$ cat src/hw/rtl/jsu_pkg.sv
// Shared types, constants and character helpers of the JSON string unescaper.
`default_nettype none

package jsu_pkg;

	// Largest output buffer, terminator included.
	localparam int MAX_OUTPUT = 4096;

	localparam int CHAR_W    = 8;
	localparam int CFG_W     = 13;
	localparam int CFG_RESET = 256;
	localparam int EMIT_W    = $clog2(MAX_OUTPUT);
	localparam int LIM_W     = (CFG_W > EMIT_W + 1) ? CFG_W : EMIT_W + 1;

	// Hex digits held while a \u escape is collected (the fourth completes it).
	localparam int HELD_DEPTH = 3;
	localparam int HELD_IDX_W = $clog2(HELD_DEPTH + 1);

	// A command carries at most 'u', three held digits and one more character.
	localparam int CMD_CHARS = HELD_DEPTH + 2;
	localparam int CNT_W     = $clog2(CMD_CHARS + 1);

	// Command queue between decoder and emitter.
	localparam int QDEPTH = 2;
	localparam int QPTR_W = (QDEPTH > 1) ? $clog2(QDEPTH) : 1;
	localparam int QCNT_W = $clog2(QDEPTH + 1);

	// Character codes.
	localparam logic [CHAR_W-1:0] CH_NUL    = 8'h00;
	localparam logic [CHAR_W-1:0] CH_BSLASH = 8'h5C;
	localparam logic [CHAR_W-1:0] CH_U      = 8'h75;
	localparam logic [CHAR_W-1:0] CH_QMARK  = 8'h3F;
	localparam logic [CHAR_W-1:0] CH_B      = 8'h62;
	localparam logic [CHAR_W-1:0] CH_F      = 8'h66;
	localparam logic [CHAR_W-1:0] CH_N      = 8'h6E;
	localparam logic [CHAR_W-1:0] CH_R      = 8'h72;
	localparam logic [CHAR_W-1:0] CH_T      = 8'h74;
	localparam logic [CHAR_W-1:0] CH_BS     = 8'h08;
	localparam logic [CHAR_W-1:0] CH_FF     = 8'h0C;
	localparam logic [CHAR_W-1:0] CH_LF     = 8'h0A;
	localparam logic [CHAR_W-1:0] CH_CR     = 8'h0D;
	localparam logic [CHAR_W-1:0] CH_TAB    = 8'h09;

	typedef struct packed {
		logic [CHAR_W-1:0] in_char;
		logic              in_last;
	} in_item_t;

	typedef struct packed {
		logic [CHAR_W-1:0] out_char;
		logic              out_end;
	} out_item_t;

	typedef enum logic [1:0] {
		MODE_NORMAL,
		MODE_ESCAPE,
		MODE_HEX
	} mode_t;

	// One decoded request for the emitter: a run of characters and a terminator flag.
	typedef struct packed {
		logic [CMD_CHARS-1:0][CHAR_W-1:0] chars;
		logic [CNT_W-1:0]                 cnt;
		logic                             term;
	} cmd_t;

	typedef struct packed {
		logic       valid;
		logic [3:0] nib;
	} hex_t;

	// Value of a hex digit in either case.
	function automatic hex_t hex_nibble(input logic [CHAR_W-1:0] c);
		hex_t h;
		h.valid = 1'b1;
		h.nib   = 4'h0;
		if (c >= 8'h30 && c <= 8'h39) begin
			h.nib = 4'(c - 8'h30);
		end else if (c >= 8'h61 && c <= 8'h66) begin
			h.nib = 4'(c - 8'h57);
		end else if (c >= 8'h41 && c <= 8'h46) begin
			h.nib = 4'(c - 8'h37);
		end else begin
			h.valid = 1'b0;
		end
		return h;
	endfunction

	// Character produced by a backslash escape other than \u.
	function automatic logic [CHAR_W-1:0] escape_map(input logic [CHAR_W-1:0] c);
		logic [CHAR_W-1:0] m;
		case (c)
			CH_B: begin
				m = CH_BS;
			end
			CH_F: begin
				m = CH_FF;
			end
			CH_N: begin
				m = CH_LF;
			end
			CH_R: begin
				m = CH_CR;
			end
			CH_T: begin
				m = CH_TAB;
			end
			default: begin
				m = c;
			end
		endcase
		return m;
	endfunction

endpackage

`default_nettype wire

$ cat src/hw/rtl/jsu_front.sv
// Front end: accepts escaped bytes, tracks escape state and issues emit requests.
`default_nettype none

module jsu_front (
	input  wire logic             clk,
	input  wire logic             arst_n,
	input  wire logic             push,
	output logic                  full,
	input  wire jsu_pkg::in_item_t in_item,
	output logic                  cmd_push,
	output jsu_pkg::cmd_t         cmd,
	input  wire logic             cmd_full
);

	jsu_pkg::mode_t                   mode_q, mode_d;
	logic [jsu_pkg::HELD_IDX_W-1:0]   held_cnt_q, held_cnt_d;
	logic [jsu_pkg::CHAR_W-1:0]       held_q [jsu_pkg::HELD_DEPTH];

	logic                             accept;
	logic [jsu_pkg::CHAR_W-1:0]       c;
	logic                             last;
	jsu_pkg::hex_t                    hx;
	jsu_pkg::hex_t                    h0, h1, h2;
	logic                             is_bslash;
	logic                             held_full;
	logic [jsu_pkg::CHAR_W-1:0]       code_char;
	logic                             flush;
	logic                             tail_v;
	logic [jsu_pkg::CHAR_W-1:0]       tail;
	logic                             wr_held;

	assign full   = cmd_full;
	assign accept = push && !cmd_full;
	assign c      = in_item.in_char;
	assign last   = in_item.in_last;
	assign hx     = jsu_pkg::hex_nibble(c);
	assign h0     = jsu_pkg::hex_nibble(held_q[0]);
	assign h1     = jsu_pkg::hex_nibble(held_q[1]);
	assign h2     = jsu_pkg::hex_nibble(held_q[2]);
	assign is_bslash = (c == jsu_pkg::CH_BSLASH);
	assign held_full = (held_cnt_q == jsu_pkg::HELD_IDX_W'(jsu_pkg::HELD_DEPTH));

	// A completed \u code fits in seven bits only when its top nine bits are zero.
	assign code_char = (h0.nib == 4'h0 && h1.nib == 4'h0 && !h2.nib[3]) ?
		{h2.nib, hx.nib} : jsu_pkg::CH_QMARK;

	// Next decode mode.
	always_comb begin
		mode_d = mode_q;
		case (mode_q)
			jsu_pkg::MODE_ESCAPE: begin
				if (c == jsu_pkg::CH_U && !last) begin
					mode_d = jsu_pkg::MODE_HEX;
				end else begin
					mode_d = jsu_pkg::MODE_NORMAL;
				end
			end
			jsu_pkg::MODE_HEX: begin
				if (hx.valid) begin
					if (held_full || last) begin
						mode_d = jsu_pkg::MODE_NORMAL;
					end
				end else if (is_bslash && !last) begin
					mode_d = jsu_pkg::MODE_ESCAPE;
				end else begin
					mode_d = jsu_pkg::MODE_NORMAL;
				end
			end
			default: begin
				if (is_bslash && !last) begin
					mode_d = jsu_pkg::MODE_ESCAPE;
				end else begin
					mode_d = jsu_pkg::MODE_NORMAL;
				end
			end
		endcase
		if (last) begin
			mode_d = jsu_pkg::MODE_NORMAL;
		end
	end

	// Classification of the byte: what to emit and how the held digits change.
	always_comb begin
		flush      = 1'b0;
		tail_v     = 1'b0;
		tail       = c;
		wr_held    = 1'b0;
		held_cnt_d = held_cnt_q;
		case (mode_q)
			jsu_pkg::MODE_ESCAPE: begin
				held_cnt_d = '0;
				if (c == jsu_pkg::CH_U) begin
					tail_v = last;
				end else begin
					tail_v = 1'b1;
					tail   = jsu_pkg::escape_map(c);
				end
			end
			jsu_pkg::MODE_HEX: begin
				if (hx.valid) begin
					if (held_full) begin
						tail_v     = 1'b1;
						tail       = code_char;
						held_cnt_d = '0;
					end else begin
						wr_held    = 1'b1;
						held_cnt_d = held_cnt_q + jsu_pkg::HELD_IDX_W'(1);
						flush      = last;
						tail_v     = last;
					end
				end else begin
					flush      = 1'b1;
					held_cnt_d = '0;
					tail_v     = !(is_bslash && !last);
				end
			end
			default: begin
				tail_v = !(is_bslash && !last);
			end
		endcase
		if (last) begin
			held_cnt_d = '0;
		end
	end

	// Request assembly: an optional 'u' with the held digits, then the tail character.
	always_comb begin
		cmd.chars = '0;
		cmd.term  = last;
		if (flush) begin
			cmd.chars[0] = jsu_pkg::CH_U;
			for (int k = 0; k < jsu_pkg::HELD_DEPTH; k++) begin
				cmd.chars[k + 1] = held_q[k];
			end
			cmd.chars[jsu_pkg::CNT_W'(held_cnt_q) + jsu_pkg::CNT_W'(1)] = tail;
			cmd.cnt = jsu_pkg::CNT_W'(held_cnt_q) + jsu_pkg::CNT_W'(1)
				+ jsu_pkg::CNT_W'(tail_v);
		end else begin
			cmd.chars[0] = tail;
			cmd.cnt      = jsu_pkg::CNT_W'(tail_v);
		end
	end

	// Only requests that produce something go into the queue.
	assign cmd_push = accept && ((cmd.cnt != '0) || last);

	// Decode state.
	always_ff @(posedge clk or negedge arst_n) begin
		if (!arst_n) begin
			mode_q     <= jsu_pkg::MODE_NORMAL;
			held_cnt_q <= '0;
		end else if (accept) begin
			mode_q     <= mode_d;
			held_cnt_q <= held_cnt_d;
		end
	end

	// Held hex digits.
	always_ff @(posedge clk) begin
		if (accept && wr_held) begin
			held_q[held_cnt_q] <= c;
		end
	end

endmodule

`default_nettype wire

$ cat src/hw/rtl/jsu_cmd_fifo.sv
// Short request queue between the decoder front end and the emitter back end.
`default_nettype none

module jsu_cmd_fifo (
	input  wire logic          clk,
	input  wire logic          arst_n,
	input  wire logic          wr_en,
	input  wire jsu_pkg::cmd_t wr_data,
	output logic               full,
	input  wire logic          rd_en,
	output jsu_pkg::cmd_t      rd_data,
	output logic               empty
);

	jsu_pkg::cmd_t               mem_q [jsu_pkg::QDEPTH];
	logic [jsu_pkg::QPTR_W-1:0]  wr_ptr_q;
	logic [jsu_pkg::QPTR_W-1:0]  rd_ptr_q;
	logic [jsu_pkg::QCNT_W-1:0]  count_q;

	assign full    = (count_q == jsu_pkg::QCNT_W'(jsu_pkg::QDEPTH));
	assign empty   = (count_q == '0);
	assign rd_data = mem_q[rd_ptr_q];

	// Pointer advance with wrap at the queue depth.
	function automatic logic [jsu_pkg::QPTR_W-1:0] ptr_next(
		input logic [jsu_pkg::QPTR_W-1:0] p
	);
		logic [jsu_pkg::QPTR_W-1:0] n;
		if (p == jsu_pkg::QPTR_W'(jsu_pkg::QDEPTH - 1)) begin
			n = '0;
		end else begin
			n = p + jsu_pkg::QPTR_W'(1);
		end
		return n;
	endfunction

	// Pointers and fill count.
	always_ff @(posedge clk or negedge arst_n) begin
		if (!arst_n) begin
			wr_ptr_q <= '0;
			rd_ptr_q <= '0;
			count_q  <= '0;
		end else begin
			if (wr_en) begin
				wr_ptr_q <= ptr_next(wr_ptr_q);
			end
			if (rd_en) begin
				rd_ptr_q <= ptr_next(rd_ptr_q);
			end
			if (wr_en && !rd_en) begin
				count_q <= count_q + jsu_pkg::QCNT_W'(1);
			end else if (rd_en && !wr_en) begin
				count_q <= count_q - jsu_pkg::QCNT_W'(1);
			end
		end
	end

	// Entry storage.
	always_ff @(posedge clk) begin
		if (wr_en) begin
			mem_q[wr_ptr_q] <= wr_data;
		end
	end

`ifndef SYNTHESIS
	a_no_overflow: assert property (@(posedge clk) disable iff (!arst_n)
		wr_en |-> (!full || rd_en))
		else $error("request written into a full queue");

	a_no_underflow: assert property (@(posedge clk) disable iff (!arst_n)
		rd_en |-> !empty)
		else $error("request read from an empty queue");

	a_count_bound: assert property (@(posedge clk) disable iff (!arst_n)
		count_q <= jsu_pkg::QCNT_W'(jsu_pkg::QDEPTH))
		else $error("queue fill count beyond its depth");
`endif

endmodule

`default_nettype wire

$ cat src/hw/rtl/jsu_back.sv
// Back end: walks each request one character per cycle unless stalled; caps output.
`default_nettype none

module jsu_back (
	input  wire logic                      clk,
	input  wire logic                      arst_n,
	input  wire logic                      cfg_valid,
	output logic                           cfg_ready,
	input  wire logic [jsu_pkg::CFG_W-1:0] cfg_data,
	input  wire logic                      cmd_empty,
	input  wire jsu_pkg::cmd_t             cmd,
	output logic                           cmd_pop,
	output logic                           empty,
	input  wire logic                      pop,
	output jsu_pkg::out_item_t             out_item
);

	logic [jsu_pkg::CFG_W-1:0]  cap_q;
	logic [jsu_pkg::EMIT_W-1:0] emit_cnt_q;
	logic [jsu_pkg::CNT_W-1:0]  idx_q, idx_d;
	logic                       out_valid_q;
	jsu_pkg::out_item_t         out_q;

	logic [jsu_pkg::LIM_W-1:0]  cap_ext;
	logic [jsu_pkg::LIM_W-1:0]  cap_eff;
	logic                       room;
	logic                       step;
	logic                       in_chars;
	logic                       load;
	jsu_pkg::out_item_t         load_item;
	logic                       emit_inc;
	logic                       emit_clr;

	assign cfg_ready = 1'b1;
	assign empty     = !out_valid_q;
	assign out_item  = out_q;

	// Effective capacity: zero acts as one, anything above the maximum is clamped.
	assign cap_ext = jsu_pkg::LIM_W'(cap_q);
	always_comb begin
		cap_eff = cap_ext;
		if (cap_q == '0) begin
			cap_eff = jsu_pkg::LIM_W'(1);
		end else if (cap_ext > jsu_pkg::LIM_W'(jsu_pkg::MAX_OUTPUT)) begin
			cap_eff = jsu_pkg::LIM_W'(jsu_pkg::MAX_OUTPUT);
		end
	end

	assign room     = (jsu_pkg::LIM_W'(emit_cnt_q) + jsu_pkg::LIM_W'(1)) < cap_eff;
	assign step     = !cmd_empty && (!out_valid_q || pop);
	assign in_chars = idx_q < cmd.cnt;

	// One step through the head request: a character, or the terminator.
	always_comb begin
		load      = 1'b0;
		load_item = '{out_char: cmd.chars[idx_q], out_end: 1'b0};
		emit_inc  = 1'b0;
		emit_clr  = 1'b0;
		cmd_pop   = 1'b0;
		idx_d     = idx_q;
		if (step) begin
			if (in_chars) begin
				if (room) begin
					load     = 1'b1;
					emit_inc = 1'b1;
				end
				if ((idx_q + jsu_pkg::CNT_W'(1) == cmd.cnt) && !cmd.term) begin
					cmd_pop = 1'b1;
					idx_d   = '0;
				end else begin
					idx_d = idx_q + jsu_pkg::CNT_W'(1);
				end
			end else begin
				if (cmd.term) begin
					load      = 1'b1;
					load_item = '{out_char: jsu_pkg::CH_NUL, out_end: 1'b1};
					emit_clr  = 1'b1;
				end
				cmd_pop = 1'b1;
				idx_d   = '0;
			end
		end
	end

	// Control state: capacity register, emitted count, position, result valid.
	always_ff @(posedge clk or negedge arst_n) begin
		if (!arst_n) begin
			cap_q       <= jsu_pkg::CFG_W'(jsu_pkg::CFG_RESET);
			emit_cnt_q  <= '0;
			idx_q       <= '0;
			out_valid_q <= 1'b0;
		end else begin
			if (cfg_valid && cfg_ready) begin
				cap_q <= cfg_data;
			end
			if (emit_clr) begin
				emit_cnt_q <= '0;
			end else if (emit_inc) begin
				emit_cnt_q <= emit_cnt_q + jsu_pkg::EMIT_W'(1);
			end
			idx_q <= idx_d;
			if (load) begin
				out_valid_q <= 1'b1;
			end else if (pop) begin
				out_valid_q <= 1'b0;
			end
		end
	end

	// Result register.
	always_ff @(posedge clk) begin
		if (load) begin
			out_q <= load_item;
		end
	end

`ifndef SYNTHESIS
	a_term_clears_count: assert property (@(posedge clk) disable iff (!arst_n)
		(load && load_item.out_end) |=> (emit_cnt_q == '0))
		else $error("emitted count not cleared after a terminator");

	a_mid_request_head: assert property (@(posedge clk) disable iff (!arst_n)
		(idx_q != '0) |-> !cmd_empty)
		else $error("request position set with no request at the head");

	a_index_in_range: assert property (@(posedge clk) disable iff (!arst_n)
		!cmd_empty |-> (idx_q <= cmd.cnt))
		else $error("request position beyond the request length");
`endif

endmodule

`default_nettype wire

$ cat src/hw/rtl/json_string_unescaper_unit.sv
// Top level of the JSON string unescaper: decoder, request queue and emitter.
`default_nettype none

// Streaming JSON string-body unescaper. Escaped bytes enter through push/full,
// one byte per cycle while full is low; the decoder front end turns each byte
// into a request of zero to five characters plus an optional terminator and
// queues each non-empty request in a two-entry queue. The emitter back end
// produces one result per cycle from the queue head into an output register
// read through empty/pop, while that register is empty or popped, so a byte
// that yields one character sustains one item per cycle; a terminator, up to
// six results of a replayed broken \u escape and any character dropped at the
// capacity each take an emitter step. The user must write the out_capacity
// register through cfg_valid/cfg_ready only while the block is idle; the block
// does not enforce this. A string holds under max(out_capacity, 1) characters.
module json_string_unescaper_unit (
	input  wire logic                      clk,
	input  wire logic                      arst_n,
	input  wire logic                      push,
	output logic                           full,
	input  wire jsu_pkg::in_item_t         in_item,
	output logic                           empty,
	input  wire logic                      pop,
	output jsu_pkg::out_item_t             out_item,
	input  wire logic                      cfg_valid,
	output logic                           cfg_ready,
	input  wire logic [jsu_pkg::CFG_W-1:0] cfg_data
);

	logic          wr_en;
	jsu_pkg::cmd_t wr_data;
	logic          q_full;
	logic          rd_en;
	jsu_pkg::cmd_t rd_data;
	logic          q_empty;

	// Decoder front end.
	jsu_front u_front (
		.clk      (clk),
		.arst_n   (arst_n),
		.push     (push),
		.full     (full),
		.in_item  (in_item),
		.cmd_push (wr_en),
		.cmd      (wr_data),
		.cmd_full (q_full)
	);

	// Request queue.
	jsu_cmd_fifo u_fifo (
		.clk     (clk),
		.arst_n  (arst_n),
		.wr_en   (wr_en),
		.wr_data (wr_data),
		.full    (q_full),
		.rd_en   (rd_en),
		.rd_data (rd_data),
		.empty   (q_empty)
	);

	// Emitter back end.
	jsu_back u_back (
		.clk       (clk),
		.arst_n    (arst_n),
		.cfg_valid (cfg_valid),
		.cfg_ready (cfg_ready),
		.cfg_data  (cfg_data),
		.cmd_empty (q_empty),
		.cmd       (rd_data),
		.cmd_pop   (rd_en),
		.empty     (empty),
		.pop       (pop),
		.out_item  (out_item)
	);

endmodule

`default_nettype wire
$ cat config.mk
export PLATFORM = sky130hd
export DESIGN_NAME = json_string_unescaper_unit
export DESIGN_NICKNAME = d
export VERILOG_FILES = /design/src/hw/rtl/jsu_pkg.sv /design/src/hw/rtl/jsu_front.sv /design/src/hw/rtl/jsu_cmd_fifo.sv /design/src/hw/rtl/jsu_back.sv /design/src/hw/rtl/json_string_unescaper_unit.sv
export SDC_FILE = /design/constraint.sdc
export NUM_CORES = 1
export LEC_CHECK = 0
export BUFFER_PORTS_ARGS = -buffer_cell sky130_fd_sc_hd__clkbuf_2
export CORE_AREA = 4 4 177 179
export DETAILED_ROUTE_END_ITERATION = 10
export DIE_AREA = 0 0 181 183
export PLACE_DENSITY_LB_ADDON = 0.25
export SYNTH_ARGS = -nofsm -noshare
export SYNTH_HDL_FRONTEND = slang
export SYNTH_HIERARCHICAL = 1
export SYNTH_SLANG_ARGS = --single-unit
export TNS_END_PERCENT = 1
$ cat constraint.sdc
create_clock -name clk -period 7.2 [get_ports clk]
set_clock_uncertainty 0.2 [all_clocks]
set_input_delay 0.36 -clock clk [delete_from_list [all_inputs] [get_ports clk]]
set_output_delay 0.36 -clock clk [all_outputs]
set_load 0.01 [all_outputs]
==> impl_results.md, run 1 <==
- Number of pins with negative max-slew slack in the final report: 0
- Shortest clock period the worst path allows after layout: approximately 4700 ps
- Post-layout instance count excluding filler cells: between 1000 and 1500
- Root cell of the clock tree: clkbuf_16
- Starting density of the core: a little under 30%
- Most used flip-flop cell after synthesis: edfxtp_1
- Share of synthesized flip-flops with an asynchronous set or reset: between 20% and 30%
- Clock latency of the later-clocked register in the worst-skew pair: between 400 and 500 ps
- Synth cell types: 85
- End-of-flow core utilization: between 30% and 40%
- Startpoint Class: input port
- Share of post-route cells with drive strength above 1: approximately a quarter
- Maximum number of pins on one net before global-route repair: 46
- Drt total wl: around 20000 um
- Detailed placement HPWL: around 14000 um
- Post-Syn Area: just under 9000 sq um
- Slew at the pin closest to its max-slew limit: about 850 ps
- Io pins: 39
- Worst setup timing slack at the placement stage: around 2000 ps
- Initial antenna violation count: 0
- H-tree depth: 4
- Crit-path cells: clkbuf_2 -> nor4b_2 -> nand3_1 -> a211o_1 -> a21oi_1 -> o21a_1 -> inv_1 -> ha_1 -> inv_1 -> fa_1 -> nand3b_1 -> nor3_1 -> a311oi_1 -> nor2b_4 -> buf_4
- Core area: 29600 sq um
- Area added between synthesis and finish: 14.6%
- Clock share of power: about 28%
- Synthesized netlist net count: roughly 770
- Peak per-stage delay on the critical path: 780 ps
- RePlAce Congestion: about 0.82
- Antenna diode count: 0
- Part of the power in combinational logic: 32.2%
- End point of the critical path: u_fifo/mem_q[0][13]
- Worst-path clk slew: about 70 ps
- Met1 Routed Length: 9810 um
- CP max-delay cell: nor2b_4
- Average vias per placed instance: 4.88
- # clock sinks: 158
- Placement row count: 63
- First-pass GRT wire length: ~32000 um
- Reg2Reg Launch Point: u_front/held_cnt_q[0]
- Sequential power share: 39.9%
- DRT iter0 DRCs: ~370
- Die W: around 180 um
- Number of failing setup endpoints in the final timing report: 0
- Class of the tightest hold or removal check: in -> reg
- Multi-input combinational cell area: about 3900 sq um
- Worst ir drop on vdd: about 0.00017 V
- Global router's overall resource usage: approximately an eighth
- Filler cell count in the final layout: 2915
- Routed vias: between 5000 and 6000
- Floorplan die area: roughly 33000 sq um
- Setup Total Neg Slack: 0 ps
- Peak fanout along the critical path: 25
- Highest metal layer used by the detailed router: met4
- Reported net switching power: 0.00111 W
- Fin crit share: between 60 and 70%
- Sequential Area: roughly 4600 sq um
- CP dominant cell by count: inv_1
- Die Span Y: between 150 and 200 um
- Clock tree from TritonCTS: yes
- Met3 routed wirelength: 724 um
- Total clock buffers created by CTS: 17
- Cells after synthesis: 700
- CP Data Arrival Time: between 4000 and 5000 ps
- Count of cells along the worst register-to-register path: 13
- Register bit total from synthesis: between 150 and 200
- Critical register-to-register path endpoint: u_fifo/mem_q[0][13]
- Average routed wire per standard cell: approximately 17 um
- Kind of end point of the critical path: flip-flop
- Count of TritonRoute iterations in the first routing pass: 6
- Number of nets at the end of the flow: 816
- Met2 layer wire length in the routed design: ~9000 um
- Hold-fix buffers, CTS: 14
- Cell internal pwr: 0.00221 W
- Average footprint of a synthesized cell: between 10 and 15 sq um
- Number of synthesized flops with an enable pin: roughly 120
- Sequential-to-total area share from yosys stat: 52.0%
- Setup repair after global routing missed its margin: no
- Critical path type: in -> reg
- Max-cap violations: 0
- Warnings from Yosys: 6
- Final total power: about 0.0033 W
- Number of endpoints with negative hold slack in the final report: 0
- Buffers from clock root to sink, at most: 2
- Leakage power summed over all cells: about 4 nW
- Top achievable clock speed: about 210 MHz
- Placed Cells incl. Taps: 1105
- Number of remaining DRC errors: 0
- Outcome: finished, final reports clean
- Count of input and output buffers: 37
- Remaining global-route overflow: 0
- Power density over cell area: approximately 330 nW/um^2
- Switching part of the total: around a third
- Remaining number of nets flagged by the antenna check after routing: 0
- Req. time, crit path: 7110 ps
- Worst slew margin relative to its limit: between 40% and 50%
- Via count of the first global-routing pass: approximately 5600
- Reg-to-reg slack, setup: approximately 2500 ps
- Setup bufs post-CTS: 0
- Number of gates resized after cts: 0
- Worst setup startpoint: in_item[5]
- Worst setup slack after layout: between 2000 and 2500 ps
[cell families (layout without fill, tap and decap cells)]
kind of cell,count (synthesis),after routing,share of synthesized area [%]
compound gates,130,130,11.0
simple gates,213,213,13.0
other cells,1,1,0.0427
buf+inv,65,126,3.99
fa+ha+maj,41,41,5.93
mux,74,74,12.3
xor+xnor,18,18,1.80
flops,158,158,52.0
[per-layer routing]
layer  vias up  global-route usage [%]
met5         -                       0
met4         0                    3.72
met3        26                    2.30
met2       121                    19.1
met1      2748                    17.6
li1       2722                       -
[power by group through the flow]
stage	combinational, W	clock, W	sequential, W
finish	0.00107	0.000926	0.00132
global route	0.00119	0.000990	0.00135
detailed placement	0.00109	0	0.00135
CTS	0.00110	0.000950	0.00133
global placement	0.00108	0	0.00135
floorplan	0.000879	0	0.00132
[metrics by stage]
| stage | hold WS (ps) | cell area [sq um] |
|---|---|---|
| after floorplan | -136 | 8780 |
| final | 67.3 | 10100 |
| after global routing | 66.9 | 10100 |
| after global placement | 260 | 9290 |
| after CTS | 53.9 | 10100 |
| after detailed placement | 257 | 9290 |
[layout by cell type (no fill, tap or decap), types with 9 or more instances in the layout]
| cell type | count |
|---|---|
| dfrtp_1 | 35 |
| o21ai_0 | 19 |
| nor4_1 | 12 |
| nor3_1 | 10 |
| mux2_2 | 17 |
| mux2_4 | 43 |
| dlygate4sd3_1 | 14 |
| nand3_1 | 25 |
| nor2_1 | 37 |
| a21oi_1 | 26 |
| a22oi_1 | 9 |
| ha_1 | 40 |
| clkbuf_16 | 17 |
| inv_1 | 36 |
| xnor2_1 | 10 |
| nand2_1 | 57 |
| edfxtp_1 | 121 |
| clkbuf_2 | 37 |
[synth_stat cells, types with 3 or more instances]
cell type / n / area share, %
and2_1: 8 / 0.57
clkbuf_1: 10 / 0.43
o21ai_2: 3 / 0.30
buf_12: 4 / 0.91
o21ai_0: 19 / 1.1
nand4_1: 8 / 0.57
mux2i_1: 6 / 0.68
o211ai_1: 6 / 0.51
a211oi_1: 6 / 0.51
xnor2_1: 10 / 1.0
nor4_1: 12 / 0.86
edfxtp_1: 121 / 41
and3_1: 7 / 0.50
ha_1: 40 / 5.7
a22oi_1: 9 / 0.77
nor2b_1: 9 / 0.64
nand2_1: 57 / 2.4
inv_1: 36 / 1.5
or2_2: 5 / 0.36
a21oi_1: 26 / 1.5
o21ai_1: 8 / 0.46
a31oi_1: 5 / 0.36
xor2_1: 8 / 0.80
buf_2: 5 / 0.29
a32oi_1: 3 / 0.30
dfrtp_1: 36 / 10
mux2_2: 17 / 2.2
nor3_1: 10 / 0.57
nand3_1: 25 / 1.4
o21bai_1: 5 / 0.43
mux4_2: 8 / 2.1
a21bo_2: 3 / 0.34
nor3b_1: 3 / 0.26
nor2_1: 37 / 1.6
a21o_1: 5 / 0.43
o311ai_0: 3 / 0.30
mux2_4: 43 / 7.4
a311oi_1: 3 / 0.30
buf_4: 5 / 0.43
nand2b_1: 8 / 0.57
[critical path: cells and delay by family]
kind | cells | cell delay, ps
simple gates | 5 | 1620
fa+ha+maj | 2 | 600
buf+inv | 4 | 750
compound gates | 4 | 1260
[state kept, by name (all words and copies together), names as in the netlist]
register / count
u_back/cap_ext: 13
u_back/emit_cnt_q: 12
u_back/idx_q: 3
u_back/out_item: 9
u_back/out_valid_q: 1
u_fifo/count_q: 2
u_fifo/mem_q: 88
u_fifo/rd_ptr_q: 1
u_fifo/wr_ptr_q: 1
u_front/held_cnt_q: 2
u_front/held_q: 24
u_front/mode_q: 2
[layout make-up]
cell class | count | share of cell area, %
Clock buffer | 17 | 4.23
Clock inverter | 15 | 2.05
Inverter | 38 | 1.42
Multi-Input combinational cell | 477 | 38.5
Sequential cell | 158 | 45.3
Tap cell | 390 | 4.85
Timing Repair Buffer | 56 | 3.61
[worst min-delay path by stage]
stage / start / to / cells after the start
2_1_floorplan: arst_n / u_back/cap_ext[0] / 0
6_report: pop / u_back/out_valid_q / 3
3_5_place_dp: arst_n / u_back/cap_ext[2] / 2
4_1_cts: pop / u_back/out_valid_q / 3
3_3_place_gp: arst_n / u_back/cap_ext[2] / 2
5_1_grt: pop / u_back/out_valid_q / 3
Power figures use the tool's default switching activity.
==> run 2: changes to the inputs <==
ABC_AREA = 1   (was unset)
CORE_AREA = 4 4 178 180   (was 4 4 177 179)
DIE_AREA = 0 0 182 184   (was 0 0 181 183)
clock period = 4 ns   (was 7.2 ns; I/O delays follow)
==> impl_results.md, run 2 <==
- Outcome: finished, final reports clean
- Number of flip-flops in the largest register: between 80 and 90
- Setup Total Neg Slack: 0 ps
- Global router's overall resource usage: 12.3%
- Setup repair after global routing missed its margin: no
- Detailed placement HPWL: ~14000 um
- Share of synthesized flip-flops with an asynchronous set or reset: between 20% and 30%
- First-pass GRT wire length: roughly 33000 um
- Number of synthesized flops with an enable pin: around 120
- Average routed wire per standard cell: around 15 um
- Core area: slightly above 30000 sq um
- Power density over cell area: about 570 nW/um^2
- Buffers from clock root to sink, at most: 2
- Floorplan die area: between 30000 and 40000 sq um
- Number of failing setup endpoints in the final timing report: 0
- Die Span Y: approximately 180 um
- Synth cell types: between 50 and 60
- Io pins: 39
- Reported net switching power: 0.00201 W
- Number of remaining DRC errors: 0
- Remaining global-route overflow: 0
- Cells after synthesis: 871
- Post-synth top area cell: edfxtp_1
- Fin crit share: between 90% and 100%
- Class of the tightest hold or removal check: in -> reg
- Root cell of the clock tree: clkbuf_16
- Fraction of post-synthesis cell area in the top cell type by area: 40.8%
- Count of TritonRoute iterations in the first routing pass: 5
- Sequential power share: between 30% and 40%
- Worst slew margin relative to its limit: 34.6%
- List of most frequent post-synthesis cells: nand2_1, edfxtp_1, inv_1
- Top achievable clock speed: about 260 MHz
- Number of pins with negative max-slew slack in the final report: 0
- Clock latency of the later-clocked register in the worst-skew pair: 420 ps
- Warnings from Yosys: 6
- Worst-path clk slew: 70 ps
- Sequential-to-total area share from yosys stat: between 50% and 60%
- Worst ir drop on vdd: 0.000233 V
- Register bit total from synthesis: between 150 and 200
- Routed vias: slightly above 6000
- Cell with the most instances after synthesis: nand2_1
- CP Data Arrival Time: between 3000 and 4000 ps
- Count of input and output buffers: 37
- RePlAce Congestion: between 0.8 and 0.9
- Leakage power summed over all cells: ~4.5 nW
- Filler cell count in the final layout: 3059
- Cell internal pwr: between 0.003 and 0.004 W
- Remaining number of nets flagged by the antenna check after routing: 0
- Post-Syn Area: ~8900 sq um
- Critical path type: in -> reg
- DRT iter0 DRCs: ~400
- Shortest clock period the worst path allows after layout: 3770 ps
- Synthesized netlist net count: about 940
- Largest Register: u_fifo/mem_q
- Leading cell types in the layout, fill and taps excluded: nand2_1, edfxtp_1, inv_1, nor2_1, nand3_1
- Number of endpoints with negative hold slack in the final report: 0
- Die W: 182 um
- Count of cells along the worst register-to-register path: 16
- Average vias per placed instance: 4.56
- Drt total wl: between 20000 and 25000 um
- Most used flip-flop cell after synthesis: edfxtp_1
- Placement row count: between 60 and 70
- Total clock buffers created by CTS: 17
- Most area-consuming cells after synthesis: edfxtp_1, dfrtp_1, mux2_4
- Share of post-route cells with drive strength above 1: 18.8%
- Peak fanout along the critical path: 11
- Maximum number of pins on one net before global-route repair: 45
- Initial antenna violation count: 0
- Startpoint Class: input port
- Part of the power in combinational logic: between 30% and 40%
- Area added between synthesis and finish: 16.9%
- Clock share of power: roughly 28%
- Critical register-to-register path endpoint: u_fifo/mem_q[0][10]
- Worst hold path startpoint: cfg_valid
- Average footprint of a synthesized cell: 10.2 sq um
- Via count of the first global-routing pass: 5917
- Starting density of the core: 29.5%
- Reg2Reg Launch Point: u_front/mode_q[0]
- Sink of the worst hold path: u_back/cap_ext[12]
- Max-cap violations: 0
- Final total power: ~0.0059 W
- Most common library cell in the layout ignoring fill and taps: nand2_1
- WHS Path Cells: 3
- Clock tree from TritonCTS: yes
- Reg-to-reg slack, setup: between 400 and 500 ps
- Req. time, crit path: around 3900 ps
- Kind of end point of the critical path: flip-flop
- Slew at the pin closest to its max-slew limit: approximately 1000 ps
- Switching part of the total: between 30% and 40%
- # clock sinks: 158
- H-tree depth: 4
- Number of nets at the end of the flow: a little over 1000
-- run 2: cell count changes in the layout (fill, tap and decap cells not counted), sizes merged, moves of 9 or more --
cell | previous run | this run
nor2 | 38 | 105
nand2 | 58 | 150
nand3 | 26 | 81
nor2b | 9 | 0
nor4 | 12 | 0
inv | 45 | 117
dlygate4sd3 | 14 | 25
and2 | 9 | 0
-- run 2: how the worst max path moves through the flow --
stage | startpoint | endpoint | slack [ps]
2_1_floorplan | u_front/mode_q[0] | u_fifo/mem_q[1][0] | 30
3_3_place_gp | in_item[1] | u_fifo/mem_q[0][32] | 280
3_5_place_dp | in_item[1] | u_fifo/mem_q[0][42] | 220
4_1_cts | in_item[1] | u_fifo/mem_q[0][13] | 110
5_1_grt | in_item[1] | u_fifo/mem_q[0][18] | 4
6_report | in_item[1] | u_fifo/mem_q[0][10] | 230
-- run 2: power groups by stage --
stage,registers [W],logic (W),clock network [W]
6_report,0.00234,0.00196,0.00164
5_1_grt,0.00238,0.00220,0.00174
3_5_place_dp,0.00238,0.00191,0
2_1_floorplan,0.00235,0.00153,0
4_1_cts,0.00235,0.00193,0.00168
3_3_place_gp,0.00238,0.00190,0
-- run 2: layout make-up --
type | instances | area (sq um) | area share (%)
Inverter | 109 | 409 | 3.93
Multi-Input combinational cell | 577 | 3720 | 35.8
Clock inverter | 15 | 164 | 1.58
Sequential cell | 158 | 4560 | 43.9
Antenna cell | 1 | 2.50 | 0.0241
Tap cell | 396 | 495 | 4.76
Clock buffer | 17 | 425 | 4.09
Timing Repair Buffer | 76 | 617 | 5.93
-- run 2: metrics by stage --
stage | utilization, % | cell area (sq um) | instances | hold slack, ps | worst slack, ps
after detailed placement | 31.4 | 9470 | 1286 | 221 | 216
after global routing | 34.4 | 10400 | 1348 | 68.5 | 4.09
after floorplan | - | 8910 | 871 | -296 | 28.4
final | 34.4 | 10400 | 1349 | 33.0 | 226
after global placement | 31.4 | 9470 | 1286 | 213 | 284
after CTS | 34.1 | 10300 | 1343 | 16.4 | 108
-- run 2: metal layers --
layer / GRT usage (%) / vias to the layer above / wire length, um
met5: 0 / - / 0
met4: 3.36 / 0 / 239
met3: 2.24 / 16 / 628
met2: 19.2 / 136 / 9440
met1: 17.7 / 2902 / 10400
li1: - / 3102 / -
-- run 2: kinds of logic (layout without fill, tap and decap cells) --
family                     Yosys count  in the layout  share of synthesized area [%]
and+or+nand+nor                    365            365                           19.2
xor gates and xnor gates            14             14                           1.38
other                                1              2                         0.0421
buffers and inverters              136            217                           7.00
muxes                               55             55                           8.61
DFF                                158            158                           51.3
adders and majority gates           41             41                           5.85
AOI/OAI and AO/OA                  101            101                           6.68
-- run 2: worst max-delay path: stages --
cell and delay (ps):
dlygate4sd3_1 530, clkbuf_2 200, inv_2 120, ha_1 210, inv_1 60, nand3_1 110, nand4_4 140, nand2_4 130
nand3_1 110, nand2_1 80, o211ai_1 110, ha_1 200, inv_1 60, fa_1 390, or2_1 250, nand3_1 70
nor2_1 50, nor2_2 140, inv_1 80, nor2_4 130, buf_12 140, buf_6 170
-- run 2: what timing repair did --
action | CTS | global route
buffers inserted | 0 | 2
resized for setup | 0 | 2
hold buffers | 25 | 0
setup endpoints to repair | 0 | 89
endpoints found under the hold margin | 77 | 0
